## src/rtl/core/ti_pkg.sv

```systemverilog
// Shared types and constants of the tabulated integration block.
// Used by the channel interfaces and every module; depends on nothing.
`timescale 1ns / 1ps

package ti_pkg;

	localparam int SAMPLE_WIDTH = 32;
	localparam int COUNT_WIDTH  = 16;
	localparam int ACC_WIDTH    = 52;
	localparam int OUT_WIDTH    = 48;
	localparam int FRAC_BITS    = 16;
	localparam int STATUS_WIDTH = 2;

	localparam int SPAN_WIDTH = SAMPLE_WIDTH + 1;
	// |sum| <= 2^51 and |span| <= 2^32, so the product fits in this width
	localparam int PROD_WIDTH = ACC_WIDTH + SAMPLE_WIDTH;
	// divisor n * 3 * 2^16
	localparam int DIV_WIDTH  = COUNT_WIDTH + 2 + FRAC_BITS;

	localparam int MUL_STEPS  = SPAN_WIDTH;
	localparam int DIV_STEPS  = PROD_WIDTH;
	localparam int STEP_WIDTH = $clog2(DIV_STEPS + 1);

	localparam int QUEUE_DEPTH = 2;
	localparam int QPTR_WIDTH  = (QUEUE_DEPTH > 1) ? $clog2(QUEUE_DEPTH) : 1;
	localparam int QCNT_WIDTH  = $clog2(QUEUE_DEPTH + 1);

	typedef enum logic [STATUS_WIDTH-1:0] {
		ST_OK            = 2'd0,
		ST_ODD_INTERVALS = 2'd1,
		ST_FEW_POINTS    = 2'd2
	} status_t;

	typedef enum logic [1:0] {
		BK_IDLE,
		BK_MUL,
		BK_DIV,
		BK_FINISH
	} back_state_t;

	// one finished data set, handed from front to back
	typedef struct packed {
		logic signed [ACC_WIDTH-1:0]  sum;
		logic signed [SPAN_WIDTH-1:0] span;
		logic [COUNT_WIDTH-1:0]       count;
		logic                         mode;
		status_t                      status;
	} job_t;

	typedef struct packed {
		logic full;
		logic empty;
	} q_status_t;

endpackage

```

## src/rtl/core/ti_sample_if.sv

```systemverilog
// Input sample channel: valid/ready handshake with the sample payload.
// Depends on ti_pkg.
`timescale 1ns / 1ps

interface ti_sample_if;
	import ti_pkg::*;

	logic                           valid;
	logic                           ready;
	logic signed [SAMPLE_WIDTH-1:0] sample_x;
	logic signed [SAMPLE_WIDTH-1:0] sample_y;
	logic                           last_point;

	modport source (output valid, output sample_x, output sample_y, output last_point,
		input ready);
	modport sink (input valid, input sample_x, input sample_y, input last_point,
		output ready);

endinterface

```

## src/rtl/core/ti_result_if.sv

```systemverilog
// Result channel: valid/ready handshake with integral and status.
// Depends on ti_pkg.
`timescale 1ns / 1ps

interface ti_result_if;
	import ti_pkg::*;

	logic                        valid;
	logic                        ready;
	logic signed [OUT_WIDTH-1:0] integral;
	logic [STATUS_WIDTH-1:0]     status;

	modport source (output valid, output integral, output status, input ready);
	modport sink (input valid, input integral, input status, output ready);

endinterface

```

## src/rtl/core/ti_front.sv

```systemverilog
// Front end: takes samples, keeps the weighted sum, first abscissa and index,
// and on the last sample hands a job to the queue. Depends on ti_pkg, ti_sample_if.
`timescale 1ns / 1ps

module ti_front (
	input  logic              clk,
	input  logic              arst_n,
	input  logic              cfg_wr_en,
	input  logic              cfg_wr_data,
	ti_sample_if.sink         smp,
	input  ti_pkg::q_status_t q_stat,
	output logic              push,
	output ti_pkg::job_t      push_job
);
	import ti_pkg::*;

	localparam logic [COUNT_WIDTH-1:0] IDX_MAX = '1;

	logic                           mode_q;
	logic [COUNT_WIDTH-1:0]         idx_q;
	logic signed [SAMPLE_WIDTH-1:0] first_q;
	logic signed [ACC_WIDTH-1:0]    sum_q;

	logic                        accept;
	logic signed [ACC_WIDTH:0]   y_ext;
	logic signed [ACC_WIDTH:0]   addend;
	logic signed [ACC_WIDTH-1:0] sum_mid;
	logic signed [ACC_WIDTH-1:0] sum_last;

	function automatic logic signed [ACC_WIDTH-1:0] sat_acc(input logic signed [ACC_WIDTH:0] s);
		if (s[ACC_WIDTH] != s[ACC_WIDTH-1])
			return {s[ACC_WIDTH], {(ACC_WIDTH-1){~s[ACC_WIDTH]}}};
		return s[ACC_WIDTH-1:0];
	endfunction

	assign smp.ready = !q_stat.full;
	assign accept    = smp.valid && smp.ready;

	assign y_ext = {{(ACC_WIDTH+1-SAMPLE_WIDTH){smp.sample_y[SAMPLE_WIDTH-1]}}, smp.sample_y};

	// weight 1 for the first sample, 4 on odd Simpson indices, otherwise 2
	always_comb begin
		if (idx_q == '0)
			addend = y_ext;
		else if (mode_q && idx_q[0])
			addend = y_ext <<< 2;
		else
			addend = y_ext <<< 1;
	end

	assign sum_mid  = sat_acc({sum_q[ACC_WIDTH-1], sum_q} + addend);
	assign sum_last = sat_acc({sum_q[ACC_WIDTH-1], sum_q} + y_ext);

	assign push = accept && smp.last_point;

	always_comb begin
		push_job.sum   = sum_last;
		push_job.span  = SPAN_WIDTH'(smp.sample_x) - SPAN_WIDTH'(first_q);
		push_job.count = idx_q;
		push_job.mode  = mode_q;
		if (idx_q == '0)
			push_job.status = ST_FEW_POINTS;
		else if (mode_q && idx_q[0])
			push_job.status = ST_ODD_INTERVALS;
		else
			push_job.status = ST_OK;
	end

	always_ff @(posedge clk or negedge arst_n) begin
		if (!arst_n) begin
			mode_q  <= 1'b0;
			idx_q   <= '0;
			first_q <= '0;
			sum_q   <= '0;
		end else begin
			if (cfg_wr_en)
				mode_q <= cfg_wr_data;
			if (accept) begin
				if (smp.last_point) begin
					idx_q   <= '0;
					first_q <= '0;
					sum_q   <= '0;
				end else begin
					if (idx_q == '0)
						first_q <= smp.sample_x;
					sum_q <= sum_mid;
					if (idx_q != IDX_MAX)
						idx_q <= idx_q + 1'b1;
				end
			end
		end
	end

endmodule

```

## src/rtl/core/ti_queue.sv

```systemverilog
// Short job queue between front and back, register based.
// Depends on ti_pkg.
`timescale 1ns / 1ps

module ti_queue (
	input  logic              clk,
	input  logic              arst_n,
	input  logic              push,
	input  ti_pkg::job_t      push_job,
	input  logic              pop,
	output ti_pkg::job_t      pop_job,
	output ti_pkg::q_status_t q_stat
);
	import ti_pkg::*;

	job_t                  slot_q [QUEUE_DEPTH];
	logic [QPTR_WIDTH-1:0] wr_ptr_q;
	logic [QPTR_WIDTH-1:0] rd_ptr_q;
	logic [QCNT_WIDTH-1:0] count_q;

	logic do_push;
	logic do_pop;

	function automatic logic [QPTR_WIDTH-1:0] next_ptr(input logic [QPTR_WIDTH-1:0] p);
		if (p == QPTR_WIDTH'(QUEUE_DEPTH - 1))
			return '0;
		return p + 1'b1;
	endfunction

	assign q_stat.full  = (count_q == QCNT_WIDTH'(QUEUE_DEPTH));
	assign q_stat.empty = (count_q == '0);

	assign do_push = push && !q_stat.full;
	assign do_pop  = pop && !q_stat.empty;

	assign pop_job = slot_q[rd_ptr_q];

	always_ff @(posedge clk) begin
		if (do_push)
			slot_q[wr_ptr_q] <= push_job;
	end

	always_ff @(posedge clk or negedge arst_n) begin
		if (!arst_n) begin
			wr_ptr_q <= '0;
			rd_ptr_q <= '0;
			count_q  <= '0;
		end else begin
			if (do_push)
				wr_ptr_q <= next_ptr(wr_ptr_q);
			if (do_pop)
				rd_ptr_q <= next_ptr(rd_ptr_q);
			if (do_push && !do_pop)
				count_q <= count_q + 1'b1;
			else if (do_pop && !do_push)
				count_q <= count_q - 1'b1;
		end
	end

endmodule

```

## src/rtl/core/ti_back.sv

```systemverilog
// Back end: shift-add multiply of |sum| by |span|, restoring divide by n*D*2^16,
// rounding, saturation and the output register. Depends on ti_pkg, ti_result_if.
`timescale 1ns / 1ps

module ti_back (
	input  logic              clk,
	input  logic              arst_n,
	input  ti_pkg::q_status_t q_stat,
	input  ti_pkg::job_t      pop_job,
	output logic              pop,
	ti_result_if.source       res
);
	import ti_pkg::*;

	localparam logic [PROD_WIDTH:0] POS_LIM = (PROD_WIDTH+1)'((64'd1 << (OUT_WIDTH - 1)) - 64'd1);
	localparam logic [PROD_WIDTH:0] NEG_LIM = (PROD_WIDTH+1)'(64'd1 << (OUT_WIDTH - 1));

	back_state_t state_q;
	back_state_t state_nxt;

	logic [STEP_WIDTH-1:0]   step_q;
	status_t                 status_q;
	logic                    neg_q;
	logic [ACC_WIDTH-1:0]    mcand_q;
	logic [SPAN_WIDTH-1:0]   mplier_q;
	logic [PROD_WIDTH-1:0]   prod_q;
	logic [DIV_WIDTH-1:0]    rem_q;
	logic [DIV_WIDTH-1:0]    div_q;

	logic                        out_valid_q;
	logic signed [OUT_WIDTH-1:0] out_integral_q;
	logic [STATUS_WIDTH-1:0]     out_status_q;

	logic do_mul;
	logic do_div;
	logic out_load;
	logic mul_last;
	logic div_last;

	logic [COUNT_WIDTH+1:0] count_x;
	logic [DIV_WIDTH:0]     trial;
	logic                   trial_ge;
	logic                   round_up;
	logic [PROD_WIDTH:0]    q_round;
	logic [PROD_WIDTH:0]    q_sat;
	logic signed [OUT_WIDTH-1:0] result_val;

	assign mul_last = (step_q == STEP_WIDTH'(MUL_STEPS - 1));
	assign div_last = (step_q == STEP_WIDTH'(DIV_STEPS - 1));

	always_comb begin
		state_nxt = state_q;
		case (state_q)
			BK_IDLE: begin
				if (!q_stat.empty)
					state_nxt = (pop_job.status == ST_OK) ? BK_MUL : BK_FINISH;
			end
			BK_MUL: begin
				if (mul_last)
					state_nxt = BK_DIV;
			end
			BK_DIV: begin
				if (div_last)
					state_nxt = BK_FINISH;
			end
			BK_FINISH: begin
				if (!out_valid_q || res.ready)
					state_nxt = BK_IDLE;
			end
			default: state_nxt = BK_IDLE;
		endcase
	end

	always_comb begin
		pop      = 1'b0;
		do_mul   = 1'b0;
		do_div   = 1'b0;
		out_load = 1'b0;
		case (state_q)
			BK_IDLE:   pop = !q_stat.empty;
			BK_MUL:    do_mul = 1'b1;
			BK_DIV:    do_div = 1'b1;
			BK_FINISH: out_load = !out_valid_q || res.ready;
			default: begin
			end
		endcase
	end

	// n * 2 or n * 3
	always_comb begin
		if (pop_job.mode)
			count_x = {2'b00, pop_job.count} + {1'b0, pop_job.count, 1'b0};
		else
			count_x = {1'b0, pop_job.count, 1'b0};
	end

	assign trial    = {rem_q, prod_q[PROD_WIDTH-1]};
	assign trial_ge = (trial >= {1'b0, div_q});

	// ties away from zero on the magnitude
	assign round_up = ({rem_q, 1'b0} >= {1'b0, div_q});
	assign q_round  = {1'b0, prod_q} + (PROD_WIDTH+1)'(round_up);

	always_comb begin
		if (neg_q)
			q_sat = (q_round > NEG_LIM) ? NEG_LIM : q_round;
		else
			q_sat = (q_round > POS_LIM) ? POS_LIM : q_round;
		if (status_q != ST_OK)
			result_val = '0;
		else if (neg_q)
			result_val = -$signed(q_sat[OUT_WIDTH-1:0]);
		else
			result_val = $signed(q_sat[OUT_WIDTH-1:0]);
	end

	always_ff @(posedge clk or negedge arst_n) begin
		if (!arst_n)
			state_q <= BK_IDLE;
		else
			state_q <= state_nxt;
	end

	always_ff @(posedge clk or negedge arst_n) begin
		if (!arst_n)
			step_q <= '0;
		else if (pop || (do_mul && mul_last) || (do_div && div_last))
			step_q <= '0;
		else if (do_mul || do_div)
			step_q <= step_q + 1'b1;
	end

	always_ff @(posedge clk) begin
		if (pop) begin
			status_q <= pop_job.status;
			neg_q    <= pop_job.sum[ACC_WIDTH-1] ^ pop_job.span[SPAN_WIDTH-1];
			mcand_q  <= pop_job.sum[ACC_WIDTH-1] ? -pop_job.sum : pop_job.sum;
			mplier_q <= pop_job.span[SPAN_WIDTH-1] ? -pop_job.span : pop_job.span;
			prod_q   <= '0;
			rem_q    <= '0;
			div_q    <= {count_x, {FRAC_BITS{1'b0}}};
		end else if (do_mul) begin
			prod_q   <= {prod_q[PROD_WIDTH-2:0], 1'b0}
				+ (mplier_q[SPAN_WIDTH-1] ? PROD_WIDTH'(mcand_q) : '0);
			mplier_q <= {mplier_q[SPAN_WIDTH-2:0], 1'b0};
		end else if (do_div) begin
			rem_q  <= trial_ge ? DIV_WIDTH'(trial - {1'b0, div_q}) : trial[DIV_WIDTH-1:0];
			prod_q <= {prod_q[PROD_WIDTH-2:0], trial_ge};
		end
	end

	always_ff @(posedge clk or negedge arst_n) begin
		if (!arst_n)
			out_valid_q <= 1'b0;
		else if (out_load)
			out_valid_q <= 1'b1;
		else if (res.ready)
			out_valid_q <= 1'b0;
	end

	always_ff @(posedge clk) begin
		if (out_load) begin
			out_integral_q <= result_val;
			out_status_q   <= status_q;
		end
	end

	assign res.valid    = out_valid_q;
	assign res.integral = out_integral_q;
	assign res.status   = out_status_q;

endmodule

```

## src/rtl/core/tabulated_integration.sv

```systemverilog
// Top level of the tabulated integration block: front, job queue and back.
// Depends on ti_pkg, ti_sample_if, ti_result_if, ti_front, ti_queue, ti_back.
`timescale 1ns / 1ps

// Integrates a stream of equally spaced Q16.16 samples with the composite
// trapezoidal (mode bit 0) or Simpson (mode bit 1) rule and returns one
// saturated Q32.16 result per data set, which ends on the sample flagged
// last_point. The front takes one sample per cycle while the two-entry job
// queue has room. The back scales each set: a load step, shift-add
// multiply, restoring divide (one quotient bit a cycle) and a finishing
// step; a set with an error status skips the multiply and divide. Sets
// that arrive faster than the back scales them fill the queue and hold off
// sample transfers until the back catches up. Results sit in an output
// register, so the back can scale the next set while one waits.
module tabulated_integration (
	input  logic        clk,
	input  logic        arst_n,
	input  logic        cfg_wr_en,
	input  logic        cfg_wr_data,
	ti_sample_if.sink   sample,
	ti_result_if.source result
);
	import ti_pkg::*;

	job_t      push_job;
	job_t      pop_job;
	logic      push;
	logic      pop;
	q_status_t q_stat;

	ti_front u_front (
		.clk         (clk),
		.arst_n      (arst_n),
		.cfg_wr_en   (cfg_wr_en),
		.cfg_wr_data (cfg_wr_data),
		.smp         (sample),
		.q_stat      (q_stat),
		.push        (push),
		.push_job    (push_job)
	);

	ti_queue u_queue (
		.clk      (clk),
		.arst_n   (arst_n),
		.push     (push),
		.push_job (push_job),
		.pop      (pop),
		.pop_job  (pop_job),
		.q_stat   (q_stat)
	);

	ti_back u_back (
		.clk     (clk),
		.arst_n  (arst_n),
		.q_stat  (q_stat),
		.pop_job (pop_job),
		.pop     (pop),
		.res     (result)
	);

`ifndef SYNTHESIS
	a_queue_flags: assert property (@(posedge clk) disable iff (!arst_n)
		!(q_stat.full && q_stat.empty))
		else $error("job queue reports full and empty together");

	a_last_queued: assert property (@(posedge clk) disable iff (!arst_n)
		(sample.valid && sample.ready && sample.last_point && q_stat.empty) |=> !q_stat.empty)
		else $error("last sample transfer did not reach the job queue");

	a_error_zero: assert property (@(posedge clk) disable iff (!arst_n)
		(result.valid && result.status != ST_OK) |-> (result.integral == '0))
		else $error("error result carries a non-zero integral");

	a_status_code: assert property (@(posedge clk) disable iff (!arst_n)
		result.valid |-> (result.status == ST_OK || result.status == ST_ODD_INTERVALS
			|| result.status == ST_FEW_POINTS))
		else $error("result status outside the defined codes");
`endif

endmodule
```

## src/flat_wrapper.sv

```systemverilog
// flat-port wrapper written by rule: the top's interface ports become plain ports
module tabulated_integration_flat import ti_pkg::*;
  (clk, arst_n, cfg_wr_en, cfg_wr_data, sample_valid, sample_sample_x, sample_sample_y, sample_last_point, sample_ready, result_valid, result_integral, result_status, result_ready);
  ti_sample_if sample_i ();
  ti_result_if result_i ();
  input  logic clk;
  input  logic arst_n;
  input  logic cfg_wr_en;
  input  logic cfg_wr_data;
  input wire logic [$bits(sample_i.valid)-1:0] sample_valid;
  input wire logic [$bits(sample_i.sample_x)-1:0] sample_sample_x;
  input wire logic [$bits(sample_i.sample_y)-1:0] sample_sample_y;
  input wire logic [$bits(sample_i.last_point)-1:0] sample_last_point;
  output wire logic [$bits(sample_i.ready)-1:0] sample_ready;
  output wire logic [$bits(result_i.valid)-1:0] result_valid;
  output wire logic [$bits(result_i.integral)-1:0] result_integral;
  output wire logic [$bits(result_i.status)-1:0] result_status;
  input wire logic [$bits(result_i.ready)-1:0] result_ready;
  assign sample_i.valid = sample_valid;
  assign sample_i.sample_x = sample_sample_x;
  assign sample_i.sample_y = sample_sample_y;
  assign sample_i.last_point = sample_last_point;
  assign sample_ready = sample_i.ready;
  assign result_valid = result_i.valid;
  assign result_integral = result_i.integral;
  assign result_status = result_i.status;
  assign result_i.ready = result_ready;
  tabulated_integration u_core (.clk(clk), .arst_n(arst_n), .cfg_wr_en(cfg_wr_en), .cfg_wr_data(cfg_wr_data), .sample(sample_i), .result(result_i));
endmodule
```

## config.mk

```make
export PLATFORM = sky130hd
export DESIGN_NAME = tabulated_integration_flat
export DESIGN_NICKNAME = d
export VERILOG_FILES = /design/src/rtl/core/ti_pkg.sv /design/src/rtl/core/ti_sample_if.sv /design/src/rtl/core/ti_result_if.sv /design/src/rtl/core/ti_front.sv /design/src/rtl/core/ti_queue.sv /design/src/rtl/core/ti_back.sv /design/src/rtl/core/tabulated_integration.sv /design/src/flat_wrapper.sv
export SDC_FILE = /design/constraint.sdc
export NUM_CORES = 2
export LEC_CHECK = 0
export BUFFER_PORTS_ARGS = -buffer_cell sky130_fd_sc_hd__buf_4
export CORE_MARGIN = 2
export CORE_UTILIZATION = 50
export CTS_CLUSTER_SIZE = 8
export DETAILED_ROUTE_END_ITERATION = 7
export GPL_TIMING_DRIVEN = 1
export PLACE_DENSITY = 0.7
export REMOVE_ABC_BUFFERS = 1
export SLEW_MARGIN = 20
export SYNTH_ARGS = -nofsm -noshare
export SYNTH_HDL_FRONTEND = slang
export SYNTH_HIERARCHICAL = 1
export SYNTH_SLANG_ARGS = --single-unit
```

## constraint.sdc

```tcl
create_clock -name clk -period 9.55 [get_ports clk]
set_input_delay 0.4775 -clock clk [delete_from_list [all_inputs] [get_ports clk]]
set_output_delay 0.4775 -clock clk [all_outputs]
set_load 0.01 [all_outputs]
```

After elaboration in Yosys (flattened, before gate mapping)
Memory sizes are Yosys's and may differ from the RTL's.
Cells that the tools add are included.
{ "totals": {"elab_cells": 147, "mem_count": 1, "regBits": 389, "output_inout_bits": 52, "in_bits": 71, "mem_bits_rw": 208} }
{ "mem_list": {"columns": ["name", "depth", "word_bits", "rd", "rd_ports_with_merged_regs", "write_ports", "line_no", "rtl"], "rows": [
  ["u_core.u_queue.slot_q", 2, 104, 1, 0, 1, "ti_queue.sv:16", "job_t slot_q [QUEUE_DEPTH];"]
]} }
{ "op_classes": {"reduce_logical": 34, "magnitude_cmp": 4, "n_bitwise": 4, "addsub": 16, "n_mux": 54, "n_eq_ne": 13} }
{ "ops": {"columns": ["cell", "count"], "rows": [
  ["52-bit two-way mux", 6],
  ["48-bit two-way mux", 4],
  ["84-bit two-way mux", 2],
  ["33-bit two-way mux", 5],
  ["84-bit by 1-bit adder with 85-bit output", 1],
  ["85-bit by 47-bit greater-than comparator with 1-bit output (second input constant)", 1],
  ["85-bit by 48-bit greater-than comparator with 1-bit output (second input constant)", 1],
  ["84-bit by 52-bit adder with 84-bit output", 1],
  ["35-bit by 34-bit greater-or-equal comparator with 1-bit output", 2],
  ["32-bit two-way mux", 2],
  ["52-bit by 32-bit adder with 53-bit output", 1],
  ["52-bit by 34-bit adder with 53-bit output", 1],
  ["52-bit negator", 1],
  ["51-bit two-way mux", 1],
  ["48-bit negator", 1],
  ["34-bit two-way mux", 1],
  ["34-bit subtractor", 1],
  ["33-bit negator", 1],
  ["32-bit by 32-bit subtractor with 33-bit output", 1],
  ["16-bit two-way mux", 2],
  ["1-bit two-way mux", 19],
  ["16-bit by 17-bit adder with 18-bit output", 1],
  ["17-bit two-way mux", 1],
  ["16-bit by 1-bit adder with 16-bit output (second input constant)", 1],
  ["other kinds (24)", 67]
]} }

Depth between registers and ports, before layout
{ "depth": {"word_depth": 9, "mapped_depth": 39, "depth_no_buf": 34} }

Cells and area by module
Netlist, hierarchy kept.
{ "modules_own_cells": {"columns": ["module", "instances", "area_each_um2", "seq_area_each_um2", "cells_per_inst"], "rows": [
  ["ti_back", 1, 21772.1, 7297.0, 2593],
  ["ti_front", 1, 11891.4, 2527.4, 1528],
  ["ti_queue", 1, 7952.6, 6346.1, 343]
]} }

Least setup slack after synthesis
Ideal clock, no wire load.
{ "synth_timing": {"path_type": "flip-flop to flip-flop", "start": "register u_core.u_back.div_q[17]", "end": "register u_core.u_back.out_integral_q[28] (netlist: u_core/u_back/res.integral[28]), data pin", "period_less_slack_ns": 7.877, "n_path_buf": 4, "path_slack_ns": 1.673, "path_stages_with_launch": 39, "setup_time_ns": 0.258, "required_time_ns": 9.292, "arrival_time_ns": 7.619, "path_cell_list": "edfxtp_1 -> inv_1 -> ha_1 -> nor2b_1 -> o21ai_0 -> a21boi_0 -> o21a_1 -> o21ai_0 -> a21oi_1 -> o31ai_1 -> o21ai_0 -> o21ai_0 -> nand2b_1 -> nand2_1 -> nand3_1 -> ha_1 -> ha_1 -> clkbuf_1 -> [3 not listed] -> o21ai_0 -> a211o_1 -> or4b_2 -> nor3_1 -> a41oi_1 -> or3_1 -> buf_2 -> nand2_1 -> a21oi_1 -> ha_1 -> inv_1 -> nor2_1 -> o2bb2ai_1 -> a21oi_1 -> buf_2 -> a211oi_1 -> a21oi_1 -> o221a_2"} }
{ "synth_between": {"elab_chain_cells": 7, "word_cells_on_any_way": 9, "cone_classes": "add/sub (2); order compare (3); mux (4)"} }
{ "synth_rtl": {"columns": ["item", "line_no", "rtl"], "rows": [
  ["from (decl)", "ti_back.sv:28", "logic [DIV_WIDTH-1:0] div_q;"],
  ["from (signal assigned)", "ti_back.sv:141", "div_q <= {count_x, {FRAC_BITS{1'b0}}};"],
  ["35-bit by 34-bit greater-or-equal comparator with 1-bit output (*)", "ti_back.sv:101", "assign round_up = ({rem_q, 1'b0} >= {1'b0, div_q});"],
  ["84-bit by 1-bit adder with 85-bit output (*)", "ti_back.sv:102", "assign q_round = {1'b0, prod_q} + (PROD_WIDTH+1)'(round_up);"],
  ["85-bit by 47-bit greater-than comparator with 1-bit output / 85-bit by 48-bit greater-than comparator with 1-bit output (equally long branches)", "ti_back.sv:108, ti_back.sv:106", null],
  ["48-bit two-way mux, on equally long branches", "ti_back.sv:108, ti_back.sv:106", null],
  ["48-bit two-way mux (*)", "ti_back.sv:105", "if (neg_q)"],
  ["48-bit negator", "ti_back.sv:112", "result_val = -$signed(q_sat[OUT_WIDTH-1:0]);"],
  ["48-bit two-way mux (*)", "ti_back.sv:111", "else if (neg_q)"],
  ["to (signal assigned)", "ti_back.sv:163", "out_integral_q <= result_val;"],
  ["to (decl)", "ti_back.sv:31", "logic signed [OUT_WIDTH-1:0] out_integral_q;"]
]} }
Mark *: on every way between the ends. The rest lies on a longest branch, timed or not.
A chain may end at the register's enable or synchronous reset.

Final worst setup path
{ "layout_timing": {"start": "register u_core.u_back.div_q[17]", "end": "register u_core.u_back.out_integral_q[14] (netlist: u_core/u_back/res.integral[14]), data pin"} }
The elaborated chain is that of the path after synthesis.

==> flow_metrics.py <==
metrics = {
    "grt": {
        "grt_usage_pct": 23.48,
        "overflow": 0,
        "antenna_found_initial": 0,
        "grt_pass1_wl_um": 167000,
        "grt_max_degree": 116,
        "first_global_vias": 31500,
    },
    "die": {
        "die_h_um": 292.5,
        "start_util_pct": 50.60,
        "std_cell_rows": 105,
        "ioPinCount": 123,
        "core_area_mm2": 0.08224,
        "fp.dieW_um": 292.5,
        "die-area_mm2": 0.08556,
    },
    "worst_setup_path": {
        "endpoint_kind": "flop",
        "worst_r2r_path_depth": 36,
        "rr_startpoint": "u_core/u_back/div_q[17]",
        "rrSetupSlack_ps": 720,
        "crit_path_max_incr_delay_ps": 760,
        "start_kind": "flop",
        "arrival_ps": 9270,
        "r2r-end": "u_core/u_back/res.integral[14]",
        "crit_slowest_cell": "or4b_2",
        "critPathMaxFanout": 13,
        "cp.required_ps": 9990,
        "worstSetupPathType": "reg -> reg",
    },
    "sta": {
        "finClkSkew_ps": 42.83,
        "rsz0062_at_grt": "false",
        "worst_hold_slack_ps": 43.47,
        "setup_viol": 0,
        "fin_crit_sh_pct": 92.50,
        "tns_ps": 0,
        "maxSlewViolCount": 0,
        "max_freq_mhz": 113.2,
        "finalCriticalPeriod_ps": 8834,
        "layout_setup_ws_ps": 716.0,
        "timing.slew.headroom_pct": 31.29,
        "hold_viol_final": 0,
        "tightestPinTransition_ps": 1027,
    },
    "status": {
        "status": "completed",
    },
    "yosys": {
        "synth_top_family_by_area": "compound AO/OA/AOI/OAI gates",
        "yosys_warnings": 6,
        "synth_xor_area_share_pct": 8.289,
        "synthesis.area_mm2": 0.04162,
        "synth-simple-area-share_pct": 16.44,
        "muxShareOfSynthArea_pct": 6.626,
        "async_flop_share_pct": 19.26,
        "synth_edf_count": 364,
        "synthAdderAreaFrac_pct": 6.903,
        "ys_seq_elements": 597,
        "synthDistinctLibCells": 111,
        "synth_top_cell_by_area": "edfxtp_1",
        "synth_compound_area_share_pct": 18.64,
        "synth_top_area_share_pct": 26.26,
        "ys.flop_type": "edfxtp_1",
        "syn_inst": 4464,
        "syn_avg_cell_area_um2": 9.323,
        "ys_seq_area_share_pct": 38.86,
        "synthTopCellsByArea": "edfxtp_1 (26%), dfrtp_1 (6.9%), ha_1 (6.6%)",
    },
    "clocking": {
        "cts.sinks": 597,
        "cts_buffers": 86,
        "cts_tree": "built",
        "clk_pin_slew_worst_paths_ps": 50,
        "post_cts_buffers": 0,
        "worstSkewPairLatency_ps": 660,
        "cts-htree-levels": 3,
        "cts_root_buf": "clkbuf_16",
        "cts.path.max_buffers": 3,
    },
    "final_layout": {
        "nNetsFinal": 4763,
        "final_common_cell": "nor2_1",
        "areaGrowthSynthToFinish_pct": 9.982,
        "drive_gt1_share_pct": 10.85,
        "layout_common_cells": "nor2_1 (370), a21oi_1 (366), edfxtp_1 (364)",
        "antenna_cells": 0,
    },
    "place": {
        "io_buffers": 122,
        "dp_hpwl_um": 73200,
        "gp_congestion": 0.9816,
        "dp_slack_ps": 545.3,
    },
    "hold_path": {
        "whs_path_depth": 2,
        "min_path_type": "in -> reg",
        "hp-start": "sample_sample_x[10]",
        "min_to": "u_core/u_front/first_q[10]",
    },
    "pwr": {
        "p_per_area_mw_per_mm2": 235.8,
        "irDropWorstVdd_uv": 193.2,
        "p_leak_nw": 18.30,
    },
    "drt": {
        "wirelength_um": 101900,
        "drc_errors": 0,
        "routedWlPerCell_um": 18.19,
        "first_pass_iters": 5,
        "drt_iter0_markers": 2816,
        "vias_per_cell": 5.914,
        "final_antenna_net_count": 0,
        "via_count": 33135,
    },
    "run": {
        "maxCapViolCount": 0,
    },
}
-- worst max-delay path by stage --
stage	from	to	slack, ps
final	u_core/u_back/div_q[17]	u_core/u_back/res.integral[14]	720
after global routing	u_core/u_back/div_q[17]	u_core/u_back/res.integral[20]	40
after CTS	u_core/u_back/div_q[17]	u_core/u_back/res.integral[44]	530
after detailed placement	u_core/u_back/div_q[17]	u_core/u_back/res.integral[44]	550
after global placement	u_core/u_back/div_q[17]	u_core/u_back/res.integral[44]	710
after floorplan	u_core/u_back/div_q[17]	u_core/u_back/res.integral[44]	1070
-- routing by layer --
layer	GRT usage (%)	vias up	routed length (um)
li1	-	16403	-
met1	33.37	15644	48380
met2	37.52	907	46090
met3	2.785	181	5036
met4	7.217	0	2412
met5	0	-	0
-- layout make-up --
| cell class | instances | area, um^2 |
|---|---|---|
| well taps | 1070 | 1339 |
| clock buffers | 144 | 2370 |
| multi-input cells | 3458 | 23790 |
| fillers | 7281 | 36470 |
| inverters | 154 | 580.6 |
| repair buffers | 169 | 1271 |
| flip-flops and latches | 597 | 16170 |
| clock inverters | 11 | 246.5 |
-- Yosys cell counts (all sizes together), types with 25 or more instances --
master and instances:
mux2i 118, dfxtp 118, mux2 123, nand4 84, and4 25, o21ai 327
o21bai 28, and3 50, nor4 37, dfrtp 115, a211oi 63, nand3 115
xor2 149, edfxtp 364, nand2 332, a21oi 384, a22o 35, or4 38
buf 70, inv 153, clkbuf 184, nor2b 32, nor3 100, a31oi 38
nand2b 36, a21o 115, and2 78, xnor2 244, nor2 372, o21a 25
o31ai 38, or3 47, ha 220
-- sequential cells by signal, indices dropped and copies added, names as in the netlist, 18 cells and up --
signal and flops:
u_core/u_queue/slot_q 208, u_core/u_back/prod_q 84, u_core/u_back/mcand_q 52, u_core/u_front/sum_q 52, u_core/u_back/res.integral 48, u_core/u_back/rem_q 34, u_core/u_back/mplier_q 33, u_core/u_front/first_q 32
u_core/u_back/div_q 18
-- logic make-up after synthesis --
logic type / Yosys count
AND/OR/NAND/NOR: 1381
AO/OA/AOI/OAI: 1217
flip-flops: 597
buffers and inverters: 409
XOR/XNOR: 393
multiplexers: 241
adder cells (fa/ha/maj): 226
-- where the power goes --
group	switching, W	leakage [nW]	total [W]	internal [W]
registers	0.000156	5.67	0.00348	0.00332
clock network	0.00119	1.23	0.00292	0.00173
logic	0.00265	11.4	0.00440	0.00175
total	0.00399	18.3	0.0108	0.00680
-- metrics by stage --
step	std cells	power (W)	utilization [%]	instance area, um^2
final	5603	0.01079	55.65	45770
after global routing	5603	0.01151	55.65	45770
after CTS	5603	0.01083	55.63	45750
after detailed placement	5447	0.007851	52.43	43120
after global placement	5447	0.007762	52.43	43120
after floorplan	4209	0.006890	-	40430
-- repair_timing --
action	in CTS	in global routing
hold endpoints to repair	28	0
gates resized for setup	0	4
hold buffers	1	0
setup endpoints to repair	0	11
-- worst max-delay path: cells and delay by family (launching register included) --
family / cells / cell delay, ps
simple gates: 14 / 3690
compound gates: 14 / 2840
fa+ha+maj: 4 / 1130
buf+inv: 4 / 560
flops: 1 / 410
Power figures use the tool's default switching activity.
